**src/cbg_pkg.sv**
```systemverilog
`timescale 1ns / 1ps
// ----------------------------------------------------------------------------
// cbg_pkg: shared types and constants of the code byte generator
// register indexes, output forms, range cell layout and result layout
// ----------------------------------------------------------------------------
package cbg_pkg;

  // cells searched in table mode, at most NUM_CELLS
  localparam int CELL_SLOTS = 6;
  // range cell registers that exist
  localparam int NUM_CELLS  = 6;

  localparam int CODE_W  = 16;
  localparam int SPACE_W = 3;
  localparam int COUNT_W = 3;
  localparam int MODE_W  = 4;
  localparam int CFG_W   = 38;
  localparam int IDX_W   = 3;

  // register indexes
  localparam logic [IDX_W-1:0] REG_CHARSET_MODE = 3'd0;
  localparam logic [IDX_W-1:0] REG_CELL_COUNT   = 3'd1;
  localparam int               REG_CELL_0       = 2;

  // charset modes
  localparam logic [MODE_W-1:0] MODE_ONE_BYTE = 4'd0;
  localparam logic [MODE_W-1:0] MODE_TWO_BE   = 4'd1;
  localparam logic [MODE_W-1:0] MODE_TABLE    = 4'd2;
  localparam logic [MODE_W-1:0] MODE_GR       = 4'd3;
  localparam logic [MODE_W-1:0] MODE_SS3      = 4'd4;
  localparam logic [MODE_W-1:0] MODE_SS2_A2   = 4'd5;
  localparam logic [MODE_W-1:0] MODE_TWO_LE   = 4'd6;
  localparam logic [MODE_W-1:0] MODE_PAD_HEAD = 4'd7;
  localparam logic [MODE_W-1:0] MODE_PAD_TAIL = 4'd8;

  // table sub-forms
  localparam logic [2:0] FORM_ONE_BYTE = 3'd0;
  localparam logic [2:0] FORM_TWO_BYTE = 3'd1;
  localparam logic [2:0] FORM_GR       = 3'd2;
  localparam logic [2:0] FORM_SS2      = 3'd3;
  localparam logic [2:0] FORM_UTF8_2   = 3'd4;
  localparam logic [2:0] FORM_UTF8_3   = 3'd5;

  localparam logic [7:0] BYTE_SS2   = 8'h8E;
  localparam logic [7:0] BYTE_A2    = 8'hA2;
  localparam logic [7:0] BYTE_SS3   = 8'h8F;
  localparam logic [7:0] BYTE_HIGH  = 8'h80;
  localparam logic [7:0] BYTE_LEAD2 = 8'hC0;
  localparam logic [7:0] BYTE_LEAD3 = 8'hE0;

  localparam logic [COUNT_W-1:0] MAX_BYTES = 3'd4;

  typedef struct packed {
    logic [2:0] len;
    logic [2:0] form;
    logic [7:0] max_hb;
    logic [7:0] min_hb;
    logic [7:0] max_lb;
    logic [7:0] min_lb;
  } cbg_cell_t;

  typedef struct packed {
    logic       hit;
    logic [2:0] form;
    logic [2:0] len;
  } cbg_match_t;

  typedef struct packed {
    logic               ok;
    logic [COUNT_W-1:0] byte_count;
    logic [3:0][7:0]    bytes;
  } cbg_result_t;

endpackage

```
**src/cbg_cell_match.sv**
```systemverilog
`timescale 1ns / 1ps
// ----------------------------------------------------------------------------
// cbg_cell_match: range cell search
// compares a code against the first cell_count cells at once, lowest cell wins
// ----------------------------------------------------------------------------
module cbg_cell_match (
  input  logic [cbg_pkg::CODE_W-1:0] code,
  input  logic [2:0]                 cell_count,
  input  cbg_pkg::cbg_cell_t         cells [cbg_pkg::NUM_CELLS],
  output cbg_pkg::cbg_match_t        match
);
  import cbg_pkg::*;

  logic [7:0] hi;
  logic [7:0] lo;

  assign hi = code[15:8];
  assign lo = code[7:0];

  always_comb begin
    match = '0;
    // walk down so the lowest matching cell is left standing
    for (int i = NUM_CELLS - 1; i >= 0; i--) begin
      if (i < CELL_SLOTS && 3'(i) < cell_count &&
          lo >= cells[i].min_lb && lo <= cells[i].max_lb &&
          hi >= cells[i].min_hb && hi <= cells[i].max_hb) begin
        match.hit  = 1'b1;
        match.form = cells[i].form;
        match.len  = cells[i].len;
      end
    end
  end

endmodule

```
**src/cbg_encoder.sv**
```systemverilog
`timescale 1ns / 1ps
// ----------------------------------------------------------------------------
// cbg_encoder: byte formatter
// builds the output bytes, count and ok flag for one code
// ----------------------------------------------------------------------------
module cbg_encoder (
  input  logic [cbg_pkg::MODE_W-1:0]  charset_mode,
  input  logic [cbg_pkg::CODE_W-1:0]  code,
  input  logic [cbg_pkg::SPACE_W-1:0] space_avail,
  input  cbg_pkg::cbg_match_t         match,
  output cbg_pkg::cbg_result_t        result
);
  import cbg_pkg::*;

  logic [7:0]         hi;
  logic [7:0]         lo;
  logic [3:0][7:0]    raw;
  logic [COUNT_W-1:0] need;
  logic               valid_form;
  logic [COUNT_W-1:0] tbl_len;

  assign hi = code[15:8];
  assign lo = code[7:0];
  // cell lengths above four count as four
  assign tbl_len = (match.len > MAX_BYTES) ? MAX_BYTES : match.len;

  always_comb begin
    raw        = '0;
    need       = '0;
    valid_form = 1'b1;
    case (charset_mode)
      MODE_ONE_BYTE: begin
        need = 3'd1; raw[0] = lo;
      end
      MODE_TWO_BE: begin
        need = 3'd2; raw[0] = hi; raw[1] = lo;
      end
      MODE_GR: begin
        need = 3'd2; raw[0] = hi | BYTE_HIGH; raw[1] = lo | BYTE_HIGH;
      end
      MODE_SS3: begin
        need = 3'd3; raw[0] = BYTE_SS3;
        raw[1] = hi | BYTE_HIGH; raw[2] = lo | BYTE_HIGH;
      end
      MODE_SS2_A2: begin
        need = 3'd4; raw[0] = BYTE_SS2; raw[1] = BYTE_A2;
        raw[2] = hi | BYTE_HIGH; raw[3] = lo | BYTE_HIGH;
      end
      MODE_TWO_LE: begin
        need = 3'd2; raw[0] = lo; raw[1] = hi;
      end
      MODE_PAD_HEAD: begin
        need = 3'd4; raw[2] = hi; raw[3] = lo;
      end
      MODE_PAD_TAIL: begin
        need = 3'd4; raw[0] = hi; raw[1] = lo;
      end
      MODE_TABLE: begin
        need       = tbl_len;
        valid_form = match.hit;
        case (match.form)
          FORM_ONE_BYTE: raw[0] = lo;
          FORM_TWO_BYTE: begin
            raw[0] = hi; raw[1] = lo;
          end
          FORM_GR: begin
            raw[0] = hi | BYTE_HIGH; raw[1] = lo | BYTE_HIGH;
          end
          FORM_SS2: begin
            raw[0] = BYTE_SS2; raw[1] = lo;
          end
          FORM_UTF8_2: begin
            raw[0] = BYTE_LEAD2 | {3'b000, code[10:6]};
            raw[1] = BYTE_HIGH | {2'b00, code[5:0]};
          end
          FORM_UTF8_3: begin
            raw[0] = BYTE_LEAD3 | {4'b0000, code[15:12]};
            raw[1] = BYTE_HIGH | {2'b00, code[11:6]};
            raw[2] = BYTE_HIGH | {2'b00, code[5:0]};
          end
          default: valid_form = 1'b0;
        endcase
      end
      default: valid_form = 1'b0;
    endcase
  end

  always_comb begin
    result = '0;
    if (valid_form && space_avail >= need) begin
      result.ok         = 1'b1;
      result.byte_count = need;
      for (int k = 0; k < 4; k++) begin
        // bytes at or past the count stay zero
        if (3'(k) < need) result.bytes[k] = raw[k];
      end
    end
  end

endmodule

```
**src/charset_code_byte_generator_unit.sv**
```systemverilog
`timescale 1ns / 1ps
// ----------------------------------------------------------------------------
// charset_code_byte_generator_unit: multibyte code generator
// encodes a 16-bit character code into up to four bytes in a fixed or
// range-table selected form
// ----------------------------------------------------------------------------
//  channel   direction  handshake              item
//  s_*       in         s_tvalid / s_tready    code, space_avail
//  m_*       out        m_tvalid / m_tready    ok, count, four bytes
//  cfg_*     in         cfg_wen                register write, no read-back
//
//  one item per cycle while the result is not stalled by m_tready; the result
//  passes through the input register, then the result register, before it
//  can be taken at the output
//  the six range cells are compared in parallel, combinationally, which sets
//  the path between the two registers
//  rst clears the configuration registers and both valid flags
//  a stalled result holds in the result register while the input register
//  can still take one item, after which it is full
// ----------------------------------------------------------------------------
module charset_code_byte_generator_unit (
  input  logic                        clk,
  input  logic                        rst,
  // code [15:0], space_avail [18:16], zero padding [23:19]
  input  logic [23:0]                 s_tdata,
  input  logic                        s_tvalid,
  output logic                        s_tready,
  // byte_count [2:0], byte_first [10:3], byte_second [18:11],
  // byte_third [26:19], byte_fourth [34:27], zero padding [39:35]
  output logic [39:0]                 m_tdata,
  // ok [0]
  output logic                        m_tuser,
  output logic                        m_tvalid,
  input  logic                        m_tready,
  input  logic                        cfg_wen,
  input  logic [cbg_pkg::IDX_W-1:0]   cfg_index,
  input  logic [cbg_pkg::CFG_W-1:0]   cfg_wdata
);
  import cbg_pkg::*;

  // configuration registers
  logic [MODE_W-1:0] charset_mode;
  logic [2:0]        cell_count;
  cbg_cell_t         cells [NUM_CELLS];

  // input register
  logic               s1_valid;
  logic [CODE_W-1:0]  s1_code;
  logic [SPACE_W-1:0] s1_space;
  logic               s1_adv;

  // result register
  logic        s2_valid;
  cbg_result_t s2_res;

  cbg_match_t  match;
  cbg_result_t result_next;

  // input stage moves on when the result register is empty or being drained
  assign s1_adv   = s1_valid && (!s2_valid || m_tready);
  assign s_tready = !s1_valid || s1_adv;

  // configuration writes
  always_ff @(posedge clk) begin
    if (rst) begin
      charset_mode <= '0;
      cell_count   <= '0;
      for (int i = 0; i < NUM_CELLS; i++) cells[i] <= '0;
    end else if (cfg_wen) begin
      if (cfg_index == REG_CHARSET_MODE) charset_mode <= cfg_wdata[MODE_W-1:0];
      if (cfg_index == REG_CELL_COUNT)   cell_count   <= cfg_wdata[2:0];
      for (int i = 0; i < NUM_CELLS; i++) begin
        if (cfg_index == IDX_W'(REG_CELL_0 + i)) cells[i] <= cbg_cell_t'(cfg_wdata);
      end
    end
  end

  // pipeline valid flags
  always_ff @(posedge clk) begin
    if (rst) begin
      s1_valid <= 1'b0;
      s2_valid <= 1'b0;
    end else begin
      if (s_tvalid && s_tready) s1_valid <= 1'b1;
      else if (s1_adv)          s1_valid <= 1'b0;
      if (s1_adv)               s2_valid <= 1'b1;
      else if (m_tready)        s2_valid <= 1'b0;
    end
  end

  // payload registers
  always_ff @(posedge clk) begin
    if (s_tvalid && s_tready) begin
      s1_code  <= s_tdata[15:0];
      s1_space <= s_tdata[18:16];
    end
    if (s1_adv) s2_res <= result_next;
  end

  cbg_cell_match u_match (
    .code       (s1_code),
    .cell_count (cell_count),
    .cells      (cells),
    .match      (match)
  );

  cbg_encoder u_encoder (
    .charset_mode (charset_mode),
    .code         (s1_code),
    .space_avail  (s1_space),
    .match        (match),
    .result       (result_next)
  );

  assign m_tvalid = s2_valid;
  assign m_tuser  = s2_res.ok;
  assign m_tdata  = {5'b00000, s2_res.bytes[3], s2_res.bytes[2], s2_res.bytes[1],
                     s2_res.bytes[0], s2_res.byte_count};

`ifndef SYNTH
  // a failed result carries no count and no bytes
  a_fail_zero: assert property (@(posedge clk) disable iff (rst)
    m_tvalid && !m_tuser |-> m_tdata == '0)
    else $error("failed result with nonzero data");

  // bytes past a count of one stay zero
  a_one_byte: assert property (@(posedge clk) disable iff (rst)
    m_tvalid && m_tdata[2:0] == 3'd1 |-> m_tdata[34:11] == '0)
    else $error("bytes past count not zero");

  // a held input item is not overwritten
  a_s1_hold: assert property (@(posedge clk) disable iff (rst)
    s1_valid && !s1_adv |=> s1_valid && $stable(s1_code) && $stable(s1_space))
    else $error("input register lost a held item");

  // an accepted item lands in the input register
  a_s1_load: assert property (@(posedge clk) disable iff (rst)
    s_tvalid && s_tready |=> s1_valid)
    else $error("accepted item not captured");
`endif

endmodule
```
**config.mk**
```make
export PLATFORM = sky130hd
export DESIGN_NAME = charset_code_byte_generator_unit
export DESIGN_NICKNAME = d
export VERILOG_FILES = /design/src/cbg_pkg.sv /design/src/cbg_cell_match.sv /design/src/cbg_encoder.sv /design/src/charset_code_byte_generator_unit.sv
export SDC_FILE = /design/constraint.sdc
export NUM_CORES = 1
export LEC_CHECK = 0
export BUFFER_PORTS_ARGS = -buffer_cell sky130_fd_sc_hd__buf_2
export CAP_MARGIN = 30
export CORE_UTILIZATION = 60
export DETAILED_ROUTE_END_ITERATION = 16
export HOLD_SLACK_MARGIN = 0.12
export PLACE_DENSITY = 0.82
export SYNTH_ARGS = -nofsm -noshare
export SYNTH_HDL_FRONTEND = slang
export SYNTH_SLANG_ARGS = --single-unit
```
**constraint.sdc**
```tcl
create_clock -name clk -period 6.65 [get_ports clk]
set_input_delay 0.9975 -clock clk [delete_from_list [all_inputs] [get_ports clk]]
set_output_delay 0.9975 -clock clk [all_outputs]
set_load 0.005 [all_outputs]
```
## Yosys cells after proc, flatten, opt, wreduce, memory -nomap -nowiden

Cells that the tools add are included.

- Register bits: 292
- Input bits: 70
- Word-level logic and storage cells: 185

- Order comparisons: 36
- Eq/ne operators: 20
- Mux-type cells: 26
- Reductions and logical operators: 55

Operator list:

| operator | count |
|---|---|
| 8-bit one-hot mux with 6 select lines | 3 |
| 8-bit greater-or-equal comparator | 12 |
| 8-bit <= comparator | 12 |
| 8-bit one-hot mux with 4 select lines | 2 |
| 7-bit two-way mux | 6 |
| 8-bit two-way mux | 5 |
| 36-bit two-way mux | 1 |
| 1-bit logical AND | 27 |
| 2-bit AND reduction | 12 |
| 3-bit == test (second input constant) | 6 |
| 4-bit by 3-bit == test with 1-bit output (second input constant) | 4 |
| 8-bit one-hot mux with 2 select lines | 1 |
| 3-bit one-hot mux with 5 select lines | 1 |
| 3-bit by 2-bit == test with 1-bit output (second input constant) | 4 |
| 1-bit by 3-bit < comparator with 1-bit output (first input constant) | 4 |
| 2-bit by 3-bit < comparator with 1-bit output (first input constant) | 4 |
| 4-bit by 2-bit == test with 1-bit output (second input constant) | 2 |
| 8-bit OR reduction | 1 |
| 3-bit by 1-bit == test with 1-bit output (second input constant) | 2 |
| 3-bit zero test | 2 |
| 3-bit < comparator (first input constant) | 2 |
| 2-bit OR reduction | 3 |
| 3-bit OR reduction | 2 |
| 6-bit OR reduction | 1 |
| other kinds (11) | 18 |

## Depth between registers and ports, before layout

Gate-level depths: netlist of the first run.

- Word-level depth: 17
- Gate-level depth with buffers: 21

## Cells and area by module

Synthesis of the first run repeated with hierarchy kept, for this count alone.

- Cells, all modules: 1815
- Area, all modules: 17588.1 um^2

Modules (own cells, without submodules):

| module | instances | cells each | area each (um^2) | sequential area each (um^2) |
|---|---|---|---|---|
| charset_code_byte_generator_unit | 1 | 886 | 10976.8 | 6396.1 |
| cbg_cell_match | 1 | 686 | 5104.9 | 0.0 |
| cbg_encoder | 1 | 243 | 1506.4 | 0.0 |

## Worst setup path before layout of the first run

Ideal clock, no wire load.

- Kind: flip-flop to flip-flop
- Start: register s1_code[8]
- End: register s2_res, in the netlist m_tdata[29], data pin
- Setup time: 0.255 ns
- Arrival time: 4.378 ns
- Data required time: 6.395 ns
- Slack: 2.017 ns
- Cell stages (with the launch flop): 19
- Cells stage by stage: edfxtp_1 > clkbuf_1 > inv_1 > ha_1 > nand2b_1 > a2111oi_2 > o31ai_1 > nand3_1 > nor2_1 > o311a_1 > o311a_1 > o41a_4 > ha_1 > a21o_1 > a21o_1 > o311a_1 > a32o_4 > buf_4 > and3_1

- Longest elaborated chain between the ends: 15

RTL lines:

| what | line | source |
|---|---|---|
| start, declared | charset_code_byte_generator_unit.sv:48 | `logic [CODE_W-1:0] s1_code;` |
| start signal, assigned | charset_code_byte_generator_unit.sv:94 | `s1_code <= s_tdata[15:0];` |
| 8-bit greater-or-equal comparator | cbg_cell_match.sv:26 | `hi >= cells[i].min_hb && hi <= cells[i].max_hb) begin` |
| 1-bit logical AND | cbg_cell_match.sv:25 | `lo >= cells[i].min_lb && lo <= cells[i].max_lb &&` |
| 1-bit logical AND | cbg_cell_match.sv:26 |  |
| 7-bit two-way mux (5 in series) | cbg_cell_match.sv:24 | `if (i < CELL_SLOTS && 3'(i) < cell_count &&` |
| 7-bit two-way mux * | cbg_cell_match.sv:24 |  |
| 3-bit greater-than comparator, or another cell as far along | cbg_encoder.sv:25 | `assign tbl_len = (match.len > MAX_BYTES) ? MAX_BYTES : match.len;` |
| 3-bit two-way mux / 6-bit OR reduction (equally long branches) | n/a |  |
| 3-bit one-hot mux with 5 select lines / 1-bit two-way mux (equally long branches) | cbg_encoder.sv:31, cbg_encoder.sv:61 |  |
| 3-bit greater-or-equal comparator / 1-bit one-hot mux with 2 select lines (equally long branches) | cbg_encoder.sv:90, cbg_encoder.sv:31 |  |
| 1-bit logical AND | cbg_encoder.sv:90 | `if (valid_form && space_avail >= need) begin` |
| 2-bit AND reduction (no line) * | n/a |  |
| end signal, assigned | charset_code_byte_generator_unit.sv:97 | `if (s1_adv) s2_res <= result_next;` |
| end, declared | charset_code_byte_generator_unit.sv:54 | `cbg_result_t s2_res;` |

Mark *: on every way between the ends. The rest lies on a longest branch, timed or not.
A chain may end at the register's enable or synchronous reset.

## Worst setup path after layout of the first run

- Start: register s1_code[13]
- End: register s2_res, in the netlist m_tdata[22], data pin

- Longest elaborated chain between the ends: 15

RTL lines:

| what | line | source |
|---|---|---|
| 8-bit greater-or-equal comparator | cbg_cell_match.sv:26 |  |
| 1-bit logical AND | cbg_cell_match.sv:25 |  |
| 1-bit logical AND | cbg_cell_match.sv:26 |  |
| 7-bit two-way mux (5 in series) | cbg_cell_match.sv:24 |  |
| 7-bit two-way mux * | cbg_cell_match.sv:24 |  |
| 3-bit greater-than comparator | cbg_encoder.sv:25 |  |
| 3-bit two-way mux * | cbg_encoder.sv:25 |  |
| 3-bit one-hot mux with 5 select lines * | cbg_encoder.sv:31 | `case (charset_mode)` |
| via u_encoder.need[0] | cbg_encoder.sv:18 | `logic [COUNT_W-1:0] need;` |
| 3-bit greater-or-equal comparator | cbg_encoder.sv:90 |  |
| 1-bit logical AND | cbg_encoder.sv:90 |  |
| 2-bit AND reduction (no line) * | n/a |  |

The timed path passes the listed nets; every way through them passes the cells marked *.

==> results of run 1 <==
-- cell usage in the layout (no fill, tap or decap), types with 8 or more instances in the layout --
| cell type | Yosys | layout |
|---|---|---|
| nand3_1 | 27 | 27 |
| nor2b_1 | 24 | 23 |
| clkbuf_16 | 0 | 35 |
| a21oi_1 | 295 | 295 |
| and3_1 | 20 | 20 |
| nand2b_1 | 19 | 19 |
| nand2_1 | 504 | 504 |
| o211ai_1 | 11 | 11 |
| a32oi_1 | 10 | 10 |
| mux2i_1 | 11 | 11 |
| a211oi_1 | 15 | 15 |
| edfxtp_1 | 55 | 55 |
| o21ai_0 | 44 | 44 |
| a21o_1 | 14 | 14 |
| a211o_1 | 11 | 11 |
| o22ai_1 | 9 | 9 |
| nand4_1 | 21 | 21 |
| dfxtp_1 | 237 | 237 |
| nor2_1 | 64 | 59 |
| buf_4 | 7 | 24 |
| inv_1 | 187 | 187 |
| a221oi_1 | 14 | 14 |
| a31oi_1 | 16 | 16 |
| nor3_1 | 15 | 14 |
| o31ai_1 | 11 | 11 |
| o21a_1 | 16 | 16 |
| ha_1 | 195 | 195 |
| or3_1 | 8 | 8 |
| buf_2 | 5 | 101 |
-- report_power, final --
group	switching, mW	internal [mW]
clock network	0.748	1.10
registers	0.0555	1.85
logic	0.297	0.173
-- metal layers --
layer / vias to the layer above / wire [µm] / global-route usage, %
li1: 7170 / - / -
met1: 7074 / 18720 / 40.93
met2: 710 / 22090 / 57.63
met3: 227 / 4252 / 6.606
met4: 2 / 3248 / 21.46
met5: - / 13 / 0
-- flip-flops by register name, summed over array words and instances (netlist names) --
name / cells
cell_count: 3
cells: 228
charset_mode: 4
m_tdata: 35
m_tuser: 1
m_tvalid: 1
s1_code: 16
s1_space: 3
s1_valid: 1
-- critical path, stage by stage, from the launching register on --
cell	delay, ns
edfxtp_1	0.97
ha_1	0.42
a2111oi_0	0.82
a2bb2oi_1	0.39
and2_1	0.35
a211oi_1	0.23
o22ai_1	0.24
o32ai_4	0.44
ha_1	0.30
nand2b_1	0.14
a21o_1	0.18
a21o_1	0.22
o311a_1	0.14
a32o_4	0.37
o21ai_4	0.15
nor2_1	0.11
-- kinds of logic after synthesis --
family,Yosys count,share of synthesized area [%]
multiplexers,11,0.6655
buffers and inverters,292,6.828
AND/OR/NAND/NOR,738,19.56
flip-flops,292,38.66
adder cells (fa/ha/maj),196,14.81
AO/OA/AOI/OAI,517,19.40
XOR/XNOR,1,0.05294
other,1,0.02266
-- metrics by stage --
stage	power (mW)	setup slack, ns	utilization, %	area, µm²	hold WS [ns]
2_1_floorplan	2.214	2.017	-	16560	0.4311
3_3_place_gp	2.369	1.132	63.98	17290	0.4379
3_5_place_dp	2.397	1.037	64.25	17370	0.4454
4_1_cts	4.221	1.035	68.29	18460	0.4540
5_1_grt	4.355	0.7144	68.39	18480	0.4639
6_report	4.224	0.9242	68.39	18480	0.4527
-- final timing paths --
check                                 start     endpoint
worst min-delay path             cells[215]   cells[215]
worst min register to register   cells[215]   cells[215]
worst max-delay path            s1_code[13]  m_tdata[22]
worst max register to register  s1_code[13]  m_tdata[22]
-- area by class of cell --
cell class | instances | share of cell area, %
Multi-Input combinational cell | 1468 | 49.07
Sequential cell | 292 | 34.61
Clock buffer | 47 | 5.253
Timing Repair Buffer | 131 | 4.319
Inverter | 187 | 3.798
Tap cell | 341 | 2.308
Clock inverter | 13 | 0.6431
==> out/qor.yml, run 1 <==
cells_and_area:
  layout-drive-gt1-share_pct: 10.15
  multi_input_area_um2: 9070
  seq_area_um2: 6396
  syn2layout_area_growth_pct: 11.71
  nets: 2379
  fillers: 2169
  finalNonFillerCells: 2479
  antenna_cells: 0
clock_tree:
  cts_setup_buffers: 0
  clk_pin_slew_ns: 0.06
  cts_buffers: 34
  h-tree-depth: 2
  cts_sinks: 292
  cts_tree: "yes"
  clockBufferDepth: 3
  cts_root_buffer: "clkbuf_16"
  clk_latency_ns: 0.52
  cts_resized: 0
  hold_buffers: 0
sta:
  post-route-period-util_pct: 86.10
  maxSlewHeadroom_pct: 27.49
  setup_viol: 0
  fin_crit_ns: 5.726
  skew_ns: 0.01483
  rsz0062_at_grt: "no"
  hold_violations: 0
  drv_slew: 0
  fmax_mhz: 174.6
  worstMarginPinSlew_ns: 1.088
  fin_setup_tns_ns: 0
power:
  power_density_nw_per_um2: 228.5
  peakVddDrop_uv: 229.7
  leakagePower_nw: 6.732
die:
  start_util_pct: 61.22
  die_area_um2: 28240
  io_pins: 113
  die_x_um: 168.1
  core_area_um2: 27030
  rows: 60
  die_y_um: 168.1
critical_path:
  start_kind: "flip-flop"
  required_ns: 6.91
  r2r_setup_slack_ns: 0.92
  critical_path_arrival_ns: 5.98
  cp-end-kind: "flip-flop"
  crit_path_max_fanout: 14
  critPathKind: "reg2reg"
  r2r_cells: 15
yosys:
  synth_edf_count: 55
  synth.most_common_cell: "nand2_1"
  netlist_instances: 2048
  ys_seq_elements: 292
  synthTopCellsByArea: "dfxtp_1 (29%), ha_1 (15%), nand2_1 (11%), edfxtp_1 (10%), a21oi_1 (8.9%)"
  yosysSeqAreaShare_pct: 38.66
  postSynth.asyncResetShare_pct: 0
  synth.top_cell.area_share_pct: 28.68
  synth_ff_type: "dfxtp_1"
  synth_top_area_cell: "dfxtp_1"
  syn_area_um2: 16550
  yosysWarnings: 0
  synthDistinctLibCells: 77
  avgSynthCellArea_um2: 8.079
  ys_top_cells_by_count: "nand2_1 (504), a21oi_1 (295), dfxtp_1 (237), ha_1 (195), inv_1 (187)"
routing:
  vias: 15183
  drt_iter0_drc: 1267
  drcViolationCount: 0
  drt-wirelength-per-cell_um: 19.49
  drt-pass1-iter-count: 5
  wl_um: 48330
  via_per_inst: 6.125
  ant_nets: 0
placement:
  portBuffers: 102
  gp_congestion: 0.9492
  dp_hpwl_um: 32670
  dpl.cell_count: 2418
global_routing:
  grt_pass1_wl_um: 76560
  antenna_found_initial: 1
  grt_max_degree: 146
  grt_usage_pct: 34.45
  grt_pass1_vias: 14956
  overflow: 0
job:
  max_cap_viol_count: 0
status:
  outcome: "finished clean"
hold_path:
  hold_path_class: "reg2reg"
  hold_depth: 2
Power figures use the tool's default switching activity.
==> run 2, diff against run 1 <==
--- a/config.mk
+++ b/config.mk
@@ -13,4 +13,5 @@
 export PLACE_DENSITY = 0.82
 export SYNTH_ARGS = -nofsm -noshare
 export SYNTH_HDL_FRONTEND = slang
+export SYNTH_HIERARCHICAL = 1
 export SYNTH_SLANG_ARGS = --single-unit
==> run 2 against run 1 <==
Against the previous run:
- fmax down 2.5%
- non-clock buffer count grew 2
- via count decreased by 11%
- core utilization is 0.43 points lower
- global-route usage is 5.4 points lower
- sequential power hardly changed
- die area rose by 6.2%
- worst hold slack improved by 0.018 ns
- critical endpoint is now m_tdata[5]
- critical path depth rose by 1
- cell area is 5.8% higher
==> out/qor.yml, run 2 <==
status:
  outcome: "finished clean"
cells_and_area:
  fillers: 2196  # +1.2%
  post-route-util_pct: 67.96  # -0.43 points
  largest_register_ffs: 228  # unchanged
  largest_register: "cells"
  syn2layout_area_growth_pct: 11.20
  antenna_cells: 0  # unchanged
  nets: 2161  # -9.2%
  mostFrequentLayoutCell: "nand2b_1"
  layout-drive-gt1-share_pct: 11.25  # +1.1 points
  final_cell_mix: "nand2b_1 (286), mux2i_1 (248), dfxtp_1 (237), ha_1 (195), inv_1 (182)"
critical_path:
  critPathMaxStageDelay_ns: 0.68  # -0.29 ns
  critical_path_arrival_ns: 6.25  # +0.27 ns
  cp-end-kind: "flip-flop"
  r2r_cells: 16  # +1
  critPathKind: "reg2reg"
  start_kind: "flip-flop"
  r2r-start: "s1_code[8]"
  r2r-end: "m_tdata[5]"
  required_ns: 7.03  # +0.12 ns
  r2r_setup_slack_ns: 0.78  # -0.15 ns
  cpLargestDelayFamily: "compound AO/OA/AOI/OAI gates"
  cpMaxStageDelayCell: "edfxtp_1"
  crit_path_max_fanout: 12  # -2
  crit_chain: "inv_1, ha_1, nand2b_1, a2111oi_0, o31ai_1, o311a_1, nand2_1, a311oi_1, o311ai_1, or3b_4, a211oi_4, ha_1, o21ai_0, a211oi_4, o211ai_4, a21oi_1"
  cp.buffers_inverters: 1  # +1
yosys:
  synth.top_cell.area_share_pct: 26.98  # -1.7 points
  synth.most_common_cell: "nand2b_1"
  ys_top_cells_by_count: "nand2b_1 (286), mux2i_1 (248), dfxtp_1 (237), ha_1 (195), inv_1 (182)"
  ys_seq_elements: 292  # unchanged
  syn_area_um2: 17590  # +6.3%
  synthDistinctLibCells: 89  # +16%
  netlist_instances: 1815  # -11%
  synth_top_area_cell: "dfxtp_1"
  yosysWarnings: 6  # +6
  synth_edf_count: 55  # unchanged
  synth_ff_type: "dfxtp_1"
  postSynth.asyncResetShare_pct: 0  # unchanged
  synthTopCellsByArea: "dfxtp_1 (27%), mux2i_1 (14%), ha_1 (14%), nand2b_1 (10%), edfxtp_1 (9.4%)"
  avgSynthCellArea_um2: 9.690  # +20%
  yosysSeqAreaShare_pct: 36.37  # -2.3 points
sta:
  drv_slew: 0  # unchanged
  maxSlewHeadroom_pct: 28.39  # +0.90 points
  rsz0062_at_grt: "no"
  skew_ns: 0.02681  # +0.01198 ns
  post-route-period-util_pct: 88.30  # +2.2 points
  worstMarginPinSlew_ns: 1.070  # -0.01746 ns
  fin_setup_tns_ns: 0  # unchanged
  fmax_mhz: 170.3  # -2.5%
  hold_violations: 0  # unchanged
  setup_viol: 0  # unchanged
  fin_ws_ns: 0.7778  # -0.1464 ns
  hold_ws_ns: 0.4712  # +0.01842 ns
  fin_crit_ns: 5.872  # +0.1464 ns
routing:
  drt-pass1-iter-count: 7  # +2
  drt-wirelength-per-cell_um: 19.25  # -1.2%
  ant_nets: 0  # unchanged
  wl_um: 44360  # -8.2%
  drt_iter0_drc: 1237  # -2.4%
  vias: 13568  # -11%
  drcViolationCount: 0  # unchanged
  via_per_inst: 5.889  # -3.8%
placement:
  pre_cts_slack_ns: 1.055  # +0.01835 ns
  gp_congestion: 0.9411  # -0.85%
  portBuffers: 102  # unchanged
  dp_hpwl_um: 29610  # -9.4%
hold_path:
  hold_path_class: "reg2reg"
  hold_depth: 2  # unchanged
  min_from: "cells[177]"
  hold_end: "cells[177]"
clock_tree:
  cts_setup_buffers: 0  # unchanged
  hold_buffers: 0  # unchanged
  clk_latency_ns: 0.57  # +0.05 ns
  clockBufferDepth: 3  # unchanged
  cts_sinks: 292  # unchanged
  cts_resized: 0  # unchanged
  clk_pin_slew_ns: 0.06  # about the same
  cts_tree: "yes"
  cts_buffers: 31  # -8.8%
  cts_root_buffer: "clkbuf_16"
  h-tree-depth: 1  # -1
power:
  power_density_nw_per_um2: 219.1  # -4.2%
  p_total_mw: 4.284  # +1.4%
  peakVddDrop_uv: 186.1  # -19%
  leakagePower_nw: 8.453  # +26%
die:
  die_area_um2: 30000  # +6.2%
  die_x_um: 173.2  # +3.1%
  io_pins: 113  # unchanged
  start_util_pct: 61.11  # -0.11 points
  rows: 62  # +3.3%
  core_area_um2: 28780  # +6.5%
  die_y_um: 173.2  # +3.1%
global_routing:
  grt_pass1_wl_um: 69940  # -8.7%
  antenna_found_initial: 0  # -1
  grt_usage_pct: 29.07  # -5.4 points
  grt_max_degree: 148  # +1.4%
  overflow: 0  # unchanged
  grt_pass1_vias: 13499  # -9.7%
job:
  max_cap_viol_count: 0  # unchanged
==> run 2: cell count changes in the layout (fill, tap and decap cells not counted), moves of 13 or more <==
cell and delta:
a21oi_1 -216, nand2_1 -443, nor2_1 -18, a221oi_1 -13
a22oi_1 +13, mux2i_1 +237, nand2b_1 +267
==> run 2: area by class of cell <==
class | instances | area, µm² | share of cell area [%]
Clock buffer | 42 | 887.1 | 4.536
Clock inverter | 15 | 239.0 | 1.222
Inverter | 183 | 686.9 | 3.512
Multi-Input combinational cell | 1255 | 10070 | 51.51
Sequential cell | 292 | 6396 | 32.70
Tap cell | 384 | 480.5 | 2.456
Timing Repair Buffer | 133 | 794.5 | 4.062
==> run 2: worst min-delay path, stage by stage, from the launching register on <==
cell and delay [ns]:
dfxtp_1 0.31, nand2b_1 0.06, mux2i_1 0.06
==> run 2: power breakdown <==
part	switching [mW]	total, mW	internal, mW
logic	0.280	0.490	0.209
clock network	0.726	1.89	1.16
registers	0.0500	1.90	1.85
total	1.06	4.28	3.23
==> run 2: kinds of logic (layout without fill, tap and decap cells) <==
kind of cell / after synthesis / after routing / share of synthesized area [%]
XOR/XNOR: 1 / 1 / 0.04981
flip-flops: 292 / 292 / 36.37
AND/OR/NAND/NOR: 529 / 529 / 18.07
multiplexers: 249 / 249 / 14.18
buffers and inverters: 272 / 373 / 6.716
adder cells (fa/ha/maj): 195 / 195 / 13.87
other: 1 / 5 / 0.02132
AO/OA/AOI/OAI: 276 / 276 / 10.73
==> run 2: per-layer routing <==
metal | track usage (%) | vias up | part of all wire (%) | wire length, µm
met5 | 0 | - | 0 | 0
met4 | 10.84 | 0 | 3.5 | 1574
met3 | 4.167 | 112 | 6.2 | 2735
met2 | 50.92 | 479 | 48 | 21260
met1 | 36.24 | 6490 | 42 | 18780
li1 | - | 6487 | - | -
==> run 2: how the worst max path moves through the flow <==
stage                   to        start  slack (ns)  depth (start not counted)
2_1_floorplan  m_tdata[27]  s1_code[13]        2.27                         15
3_3_place_gp   m_tdata[28]   s1_code[8]        1.11                         15
3_5_place_dp   m_tdata[28]   s1_code[0]        1.06                         15
4_1_cts        m_tdata[16]   s1_code[0]        1.01                         16
5_1_grt        m_tdata[17]   s1_code[8]        0.62                         16
6_report        m_tdata[5]   s1_code[8]        0.78                         16
==> run 2: metrics by stage <==
stage / cell area [µm²] / cells
finish: 19560 / 2304
global route: 19560 / 2304
CTS: 19560 / 2304
detailed placement: 18430 / 2247
global placement: 18390 / 2245
floorplan: 17600 / 1819
